File: config.mk
export PLATFORM = sky130hd
export DESIGN_NAME = interprocessor_mailbox_registers
export DESIGN_NICKNAME = d
export VERILOG_FILES = /design/src/hdl/imr_pkg.sv /design/src/hdl/imr_store.sv /design/src/hdl/imr_core.sv /design/src/hdl/interprocessor_mailbox_registers.sv
export SDC_FILE = /design/constraint.sdc
export NUM_CORES = 2
export LEC_CHECK = 0
export BUFFER_PORTS_ARGS = -buffer_cell sky130_fd_sc_hd__buf_2
export CAP_MARGIN = 25
export CORE_AREA = 2 2 453 455
export CTS_BUF_LIST = sky130_fd_sc_hd__clkbuf_8 sky130_fd_sc_hd__clkbuf_16
export DETAILED_ROUTE_END_ITERATION = 6
export DIE_AREA = 0 0 455 457
export GPL_TIMING_DRIVEN = 0
export MAX_ROUTING_LAYER = met4
export PLACE_DENSITY = 0.61
export SLEW_MARGIN = 30
export SYNTH_ARGS = -nofsm -noshare
export SYNTH_HDL_FRONTEND = slang
export SYNTH_HIERARCHICAL = 1
export SYNTH_SLANG_ARGS = --single-unit
File: constraint.sdc
create_clock -name aclk -period 4.7 [get_ports aclk]
set_clock_uncertainty 0.1 [all_clocks]
set_input_delay 0 -clock aclk [delete_from_list [all_inputs] [get_ports aclk]]
set_output_delay 0 -clock aclk [all_outputs]
set_load 0.005 [all_outputs]
File: src/hdl/imr_pkg.sv
// Shared types and constants for the interprocessor mailbox register block.
// No dependencies.
package imr_pkg;

    typedef enum logic [1:0] {
        OP_READ  = 2'd0,
        OP_WRITE = 2'd1,
        OP_LOAD  = 2'd2,
        OP_NOP   = 2'd3
    } op_t;

    typedef enum logic [1:0] {
        SZ_BYTE = 2'd0,
        SZ_HALF = 2'd1,
        SZ_WORD = 2'd2,
        SZ_WIDE = 2'd3
    } size_t;

    localparam logic [3:0] SEL_MAIL_M2S   = 4'h0;
    localparam logic [3:0] SEL_MAIL_S2M   = 4'h1;
    localparam logic [3:0] SEL_FLAGS_MAIN = 4'h2;
    localparam logic [3:0] SEL_FLAGS_SUB  = 4'h3;
    localparam logic [3:0] SEL_CTRL       = 4'h4;
    localparam logic [3:0] SEL_ZERO       = 4'h6;

    localparam logic [31:0] CTRL_READ_OR   = 32'hF000_0002;
    localparam logic [15:0] CTRL_HALF_OR   = 16'h0002;
    localparam logic [31:0] CTRL_MODE_MASK = 32'h0000_F000;
    localparam logic [31:0] CTRL_MODE_SET  = 32'h0000_2000;
    localparam logic [31:0] CTRL_TGL_MASK  = 32'h0000_00F0;
    localparam logic [31:0] CTRL_MODE_TRIG = 32'h0000_00A0;

    localparam int BACKING_WORDS_DEF = 64;

    typedef struct packed {
        logic [31:0] mail_m2s;
        logic [31:0] mail_s2m;
        logic [31:0] flags_main;
        logic [31:0] flags_sub;
        logic [31:0] ctrl;
    } regs_t;

endpackage

File: src/hdl/imr_store.sv
// Backing store: one write port, one registered read port with write bypass.
// Per-entry valid bits make unwritten entries read as zero after reset.
module imr_store #(
    parameter int WORDS = 64,
    parameter int IDX_W = 6
) (
    input  logic             aclk,
    input  logic             aresetn,
    input  logic             rd_en,
    input  logic [IDX_W-1:0] rd_idx,
    input  logic             wr_en,
    input  logic [IDX_W-1:0] wr_idx,
    input  logic [31:0]      wr_data,
    output logic [31:0]      rd_data
);
    logic [31:0]      mem [WORDS];
    logic [WORDS-1:0] valid_reg;
    logic [31:0]      rd_word_reg;
    logic             rd_valid_reg;
    logic             hit;

    assign hit = wr_en && (wr_idx == rd_idx);

    always_ff @(posedge aclk) begin
        if (wr_en) begin
            mem[wr_idx] <= wr_data;
        end
        if (rd_en) begin
            rd_word_reg <= hit ? wr_data : mem[rd_idx];
        end
    end

    always_ff @(posedge aclk) begin
        if (!aresetn) begin
            valid_reg    <= '0;
            rd_valid_reg <= 1'b0;
        end else begin
            if (wr_en) begin
                valid_reg[wr_idx] <= 1'b1;
            end
            if (rd_en) begin
                rd_valid_reg <= valid_reg[rd_idx] || hit;
            end
        end
    end

    assign rd_data = rd_valid_reg ? rd_word_reg : 32'd0;

endmodule

File: src/hdl/imr_core.sv
// Access decode: read mux, register updates and backing store merge for one beat.
// Depends on imr_pkg.
module imr_core (
    input  imr_pkg::op_t   op,
    input  logic [7:0]     addr_offset,
    input  imr_pkg::size_t access_size,
    input  logic [31:0]    write_data,
    input  imr_pkg::regs_t regs,
    input  logic [31:0]    st_word,
    output imr_pkg::regs_t regs_next,
    output logic           st_we,
    output logic [31:0]    st_wdata,
    output logic [31:0]    read_data
);
    import imr_pkg::*;

    logic [3:0]  sel;
    logic [15:0] st_half;
    logic [31:0] ctl_half_upd;
    logic [31:0] ctl_word_upd;

    function automatic logic [31:0] ctrl_update(input logic [31:0] ctl, input logic [31:0] d);
        logic [31:0] m;
        logic [31:0] c;
        m = d & CTRL_TGL_MASK;
        c = ctl;
        if ((d & CTRL_MODE_TRIG) != 32'd0) begin
            c = (c & ~CTRL_MODE_MASK) | CTRL_MODE_SET;
        end
        if ((c & m) != 32'd0) begin
            c = c & ~m;
        end else begin
            c = c | m;
        end
        return c;
    endfunction

    assign sel          = addr_offset[7:4];
    assign st_half      = addr_offset[1] ? st_word[31:16] : st_word[15:0];
    assign ctl_half_upd = ctrl_update({16'd0, regs.ctrl[15:0]}, {16'd0, write_data[15:0]});
    assign ctl_word_upd = ctrl_update(regs.ctrl, write_data);

    always_comb begin
        regs_next = regs;
        st_we     = 1'b0;
        st_wdata  = st_word;
        read_data = 32'd0;
        case (op)
            OP_READ: begin
                if (access_size == SZ_HALF) begin
                    case (sel)
                        SEL_MAIL_M2S: read_data = {16'd0, regs.mail_m2s[15:0]};
                        SEL_MAIL_S2M: read_data = {16'd0, regs.mail_s2m[15:0]};
                        SEL_CTRL:     read_data = {16'd0, regs.ctrl[15:0] | CTRL_HALF_OR};
                        SEL_ZERO:     read_data = 32'd0;
                        default:      read_data = {16'd0, st_half};
                    endcase
                end else if (access_size != SZ_BYTE) begin
                    case (sel)
                        SEL_MAIL_M2S:   read_data = regs.mail_m2s;
                        SEL_MAIL_S2M:   read_data = regs.mail_s2m;
                        SEL_FLAGS_MAIN: read_data = regs.flags_main;
                        SEL_FLAGS_SUB:  read_data = regs.flags_sub;
                        SEL_CTRL:       read_data = regs.ctrl | CTRL_READ_OR;
                        SEL_ZERO:       read_data = 32'd0;
                        default:        read_data = st_word;
                    endcase
                end
            end
            OP_WRITE: begin
                case (access_size)
                    SZ_BYTE: begin
                        st_we = 1'b1;
                        st_wdata[{addr_offset[1:0], 3'b000} +: 8] = write_data[7:0];
                    end
                    SZ_HALF: begin
                        case (sel)
                            SEL_MAIL_S2M: regs_next.mail_s2m[15:0] = write_data[15:0];
                            SEL_CTRL:     regs_next.ctrl[15:0] = ctl_half_upd[15:0];
                            SEL_ZERO:     ;
                            default: begin
                                st_we = 1'b1;
                                st_wdata[{addr_offset[1], 4'b0000} +: 16] = write_data[15:0];
                            end
                        endcase
                    end
                    default: begin
                        case (sel)
                            SEL_MAIL_S2M:   regs_next.mail_s2m = write_data;
                            SEL_FLAGS_MAIN: regs_next.flags_main = regs.flags_main & ~write_data;
                            SEL_FLAGS_SUB:  regs_next.flags_sub = regs.flags_sub | write_data;
                            SEL_CTRL:       regs_next.ctrl = ctl_word_upd;
                            SEL_ZERO:       ;
                            default: begin
                                st_we    = 1'b1;
                                st_wdata = write_data;
                            end
                        endcase
                    end
                endcase
            end
            OP_LOAD: begin
                case (sel)
                    SEL_MAIL_M2S:   regs_next.mail_m2s = write_data;
                    SEL_MAIL_S2M:   regs_next.mail_s2m = write_data;
                    SEL_FLAGS_MAIN: regs_next.flags_main = write_data;
                    SEL_FLAGS_SUB:  regs_next.flags_sub = write_data;
                    SEL_CTRL:       regs_next.ctrl = write_data;
                    default:        ;
                endcase
            end
            default: ;
        endcase
    end

endmodule

File: src/hdl/interprocessor_mailbox_registers.sv
// Interprocessor mailbox register block, sub processor side.
// Depends on imr_pkg, imr_store and imr_core.
//
// Usage:
//   Each input beat on s_ is one bus access (read, write, partner load or no-op)
//   and produces exactly one result beat on m_ carrying the read data (zero for
//   anything but a half-word, word or wide read).
//   Flow: an accepted beat is latched into the access stage; its result is
//   loaded into the output register once the output is free, which raises
//   m_tvalid; the result is then held until it is taken.
//   Throughput: one beat per cycle unless stalled. The backing store is read
//   at acceptance (registered read with bypass of the write retiring in the
//   same cycle) and written when the access stage hands its result to the
//   output register.
//   Reset: mailbox, flag and control words clear; backing store entries read as
//   zero until written, through per-entry valid bits cleared at once. No
//   clearing pass; s_tready is high from the first cycle after reset.
//   Stall: when m_tready is low the output register holds, the access stage
//   fills and holds, and s_tready drops until the output beat is taken.
module interprocessor_mailbox_registers #(
    parameter int BACKING_WORDS = imr_pkg::BACKING_WORDS_DEF
) (
    input  logic        aclk,
    input  logic        aresetn,
    input  logic        s_tvalid,
    output logic        s_tready,
    input  logic [47:0] s_tdata,  // op[1:0], addr_offset[9:2], access_size[11:10],
                                  // write_data[43:12], zero fill[47:44]
    output logic        m_tvalid,
    input  logic        m_tready,
    output logic [31:0] m_tdata   // read_data[31:0]
);
    import imr_pkg::*;

    localparam int IDX_W = $clog2(BACKING_WORDS);

    logic        s1_valid_reg;
    op_t         s1_op_reg;
    logic [7:0]  s1_off_reg;
    size_t       s1_size_reg;
    logic [31:0] s1_data_reg;
    logic        m_valid_reg;
    logic [31:0] m_data_reg;
    regs_t       regs_reg;
    regs_t       regs_next;

    logic        accept;
    logic        fire;
    logic [7:0]  in_off;
    logic [31:0] st_word;
    logic        st_we;
    logic [31:0] st_wdata;
    logic [31:0] read_data;

    assign in_off   = s_tdata[9:2];
    assign fire     = s1_valid_reg && (!m_valid_reg || m_tready);
    assign s_tready = !s1_valid_reg || fire;
    assign accept   = s_tvalid && s_tready;

    imr_store #(
        .WORDS (BACKING_WORDS),
        .IDX_W (IDX_W)
    ) u_store (
        .aclk    (aclk),
        .aresetn (aresetn),
        .rd_en   (accept),
        .rd_idx  (in_off[2 +: IDX_W]),
        .wr_en   (fire && st_we),
        .wr_idx  (s1_off_reg[2 +: IDX_W]),
        .wr_data (st_wdata),
        .rd_data (st_word)
    );

    imr_core u_core (
        .op          (s1_op_reg),
        .addr_offset (s1_off_reg),
        .access_size (s1_size_reg),
        .write_data  (s1_data_reg),
        .regs        (regs_reg),
        .st_word     (st_word),
        .regs_next   (regs_next),
        .st_we       (st_we),
        .st_wdata    (st_wdata),
        .read_data   (read_data)
    );

    always_ff @(posedge aclk) begin
        if (!aresetn) begin
            s1_valid_reg <= 1'b0;
            m_valid_reg  <= 1'b0;
            regs_reg     <= '0;
        end else begin
            if (accept) begin
                s1_valid_reg <= 1'b1;
            end else if (fire) begin
                s1_valid_reg <= 1'b0;
            end
            if (fire) begin
                m_valid_reg <= 1'b1;
                regs_reg    <= regs_next;
            end else if (m_tready) begin
                m_valid_reg <= 1'b0;
            end
        end
    end

    always_ff @(posedge aclk) begin
        if (accept) begin
            s1_op_reg   <= op_t'(s_tdata[1:0]);
            s1_off_reg  <= in_off;
            s1_size_reg <= size_t'(s_tdata[11:10]);
            s1_data_reg <= s_tdata[43:12];
        end
        if (fire) begin
            m_data_reg <= read_data;
        end
    end

    assign m_tvalid = m_valid_reg;
    assign m_tdata  = m_data_reg;

`ifndef SYNTHESIS
    a_reset_empty: assert property (@(posedge aclk)
        !aresetn |=> !s1_valid_reg && !m_valid_reg)
        else $error("pipeline not empty after reset");

    a_stage_hold: assert property (@(posedge aclk) disable iff (!aresetn)
        s1_valid_reg && !fire |=> s1_valid_reg && $stable(s1_data_reg))
        else $error("access stage lost a stalled beat");

    a_zero_reg: assert property (@(posedge aclk) disable iff (!aresetn)
        fire && s1_off_reg[7:4] == SEL_ZERO |=> m_tdata == 32'd0)
        else $error("zero register returned nonzero data");

    a_write_zero: assert property (@(posedge aclk) disable iff (!aresetn)
        fire && s1_op_reg != OP_READ |=> m_tdata == 32'd0)
        else $error("non-read access returned data");
`endif

endmodule

==> flow_summary.json <==
{
  "status": "complete, but fails checks",
  "violations": "negative setup slack",
  "cp-end-kind": "register",
  "grt_pass1_wl_um": 421000,
  "relSlewSlack": 0.261,
  "cp.required_ns": 5.19,
  "p_seq_frac": 0.522,
  "drive_gt1_frac": 0.249,
  "hpwl_um": 214000,
  "cts_root_buf": "clkbuf_16",
  "ir_worst_vdd_uv": 408,
  "fin_cells": 8842,
  "period_needed_ns": 4.88,
  "gp_congestion": 1.01,
  "start_util": 0.475,
  "min_path_type": "in2reg",
  "wl_um": 305000,
  "p_int_mw": 34.2,
  "hold_violations": 0,
  "grt.overflow.total": 0,
  "grt_start_max_net_pins": 50,
  "rows": 166,
  "clk_latency_ns": 0.90,
  "viasPerCell": 6.32,
  "r2r-start": "s1_op_reg[1]",
  "tritoncts": "done",
  "clock-sinks": 2378,
  "power_density_mw_per_mm2": 389,
  "hold_slack_ns": 0.239,
  "yosysWarnings": 6,
  "clockPowerShare": 0.399,
  "finalNetCount": 5998,
  "syn_area_sq_mm": 0.0966,
  "drtAntennaViolNets": 0,
  "crit_fanout": 17,
  "fp.dieW_um": 455,
  "p_leak_nw": 38.1,
  "combPwrFrac": 0.079,
  "core-area_sq_mm": 0.203,
  "track_usage": 0.299,
  "drc": 0,
  "worstSetupStartpoint": "s1_op_reg[1]",
  "syn_nets": 5348,
  "dpl_worst_slack_ns": -0.739,
  "die_h_um": 457,
  "cts.clk_slew.worst_paths_ns": 0.06,
  "p_sw_frac": 0.237,
  "min-delay-start": "s_tvalid",
  "tightest_slew_ns": 1.11,
  "rsz0062_at_grt": "true",
  "grt_pass1_vias": 54100,
  "drt_iter0_markers": 7654,
  "via_count": 55900,
  "fill_cells": 15200,
  "p_sw_mw": 10.6,
  "clock_path_buffers": 3,
  "syn_to_final_growth_pct": 19.1,
  "die_area_sq_mm": 0.208,
  "dpl.cell_count": 8258,
  "cts_buffers": 237,
  "maxCapViolCount": 0,
  "slew_violations": 0,
  "wire_per_inst_um": 34.5,
  "worst_slack_ns": -0.180,
  "tns_ns": -5.31,
  "pin_count": 86,
  "htreeDepth": 4,
  "antenna_found_initial": 17,
  "start_kind": "register",
  "largest_reg_flops": 2048,
  "critical_path_arrival_ns": 5.37,
  "syn_avg_cell_area_sq_um": 18.3,
  "io_buffers": 80,
  "setup-violations-final": 63,
  "finish.instance_area_sq_mm": 0.115,
  "crit_type": "reg2reg",
  "max_freq_ghz": 0.205,
  "synth_cells": 5288,
  "drt-pass1-iter-count": 6,
  "timing.final.crit_share": 1.04,
  "dpl_cell_area_sq_mm": 0.106
}
[stage by stage]
step | total power [mW] | util
finish | 44.8 | 0.566
global route | 46.0 | 0.566
CTS | 45.0 | 0.565
detailed placement | 27.3 | 0.523
global placement | 27.0 | 0.494
floorplan | 25.5 | -
[layout by cell type (no fill, tap or decap), types with 83 or more instances in the layout]
master / count
mux2i_1: 354
buf_2: 180
mux4_2: 516
clkbuf_1: 155
buf_16: 154
o21ai_0: 83
o22ai_1: 103
a22o_1: 106
clkbuf_16: 239
inv_1: 92
dlygate4sd3_1: 96
a22oi_1: 100
dfxtp_1: 222
edfxtp_1: 2156
nand2_1: 441
[repair_timing]
action,CTS,global route
endpoints found under the setup margin,1566,178
hold buffers,96,0
setup buffers,20,14
gates resized for setup,12,6
hold endpoints to repair,335,0
pin swaps,9,4
[worst max-delay path, stage by stage, from the launching register on]
cell and delay, ns:
edfxtp_1 0.48, inv_1 0.12, ha_1 0.32, clkinvlp_4 0.31
clkdlybuf4s15_2 0.47, clkbuf_4 0.38, nor2_1 0.13, and2_1 0.44
nand3_1 0.82, nor2_4 0.64, buf_16 0.22, buf_16 0.17
[cell type report]
cell class | count | area [sq um] | share of cell area
Timing Repair Buffer | 412 | 6750 | 0.0587
Sequential cell | 2378 | 69200 | 0.601
Buffer | 387 | 2120 | 0.0184
Clock inverter | 204 | 1380 | 0.0120
Multi-Input combinational cell | 2498 | 26200 | 0.228
Inverter | 24 | 93.8 | 0.000815
Tap cell | 2688 | 3360 | 0.0292
Clock buffer | 240 | 5990 | 0.0521
Antenna cell | 11 | 27.5 | 0.000239
[final timing paths]
kind                      endpoint  depth (start not counted)  slack (ns)
min                  s1_off_reg[2]                          3        0.24
max reg2reg      u_store/mem[5][7]                         11       -0.18
max              u_store/mem[5][7]                         11       -0.18
min reg2reg  u_store/valid_reg[22]                          1        0.37
[power groups by stage]
| stage | clock network (mW) | registers (mW) | logic (mW) |
|---|---|---|---|
| global route | 18.9 | 23.4 | 3.63 |
| floorplan | 0 | 23.9 | 1.66 |
| CTS | 18.1 | 23.4 | 3.49 |
| finish | 17.9 | 23.4 | 3.54 |
| global placement | 0 | 24.0 | 2.96 |
| detailed placement | 0 | 23.9 | 3.41 |
[layer usage]
layer  track usage  wire length, um  part of all wire
met3        0.0569            26800             0.088
met1         0.387           116000              0.38
met2         0.456           144000              0.47
met5             -                0                 0
met4         0.148            17700             0.058
No activity file was read; power rests on OpenSTA's default activity.
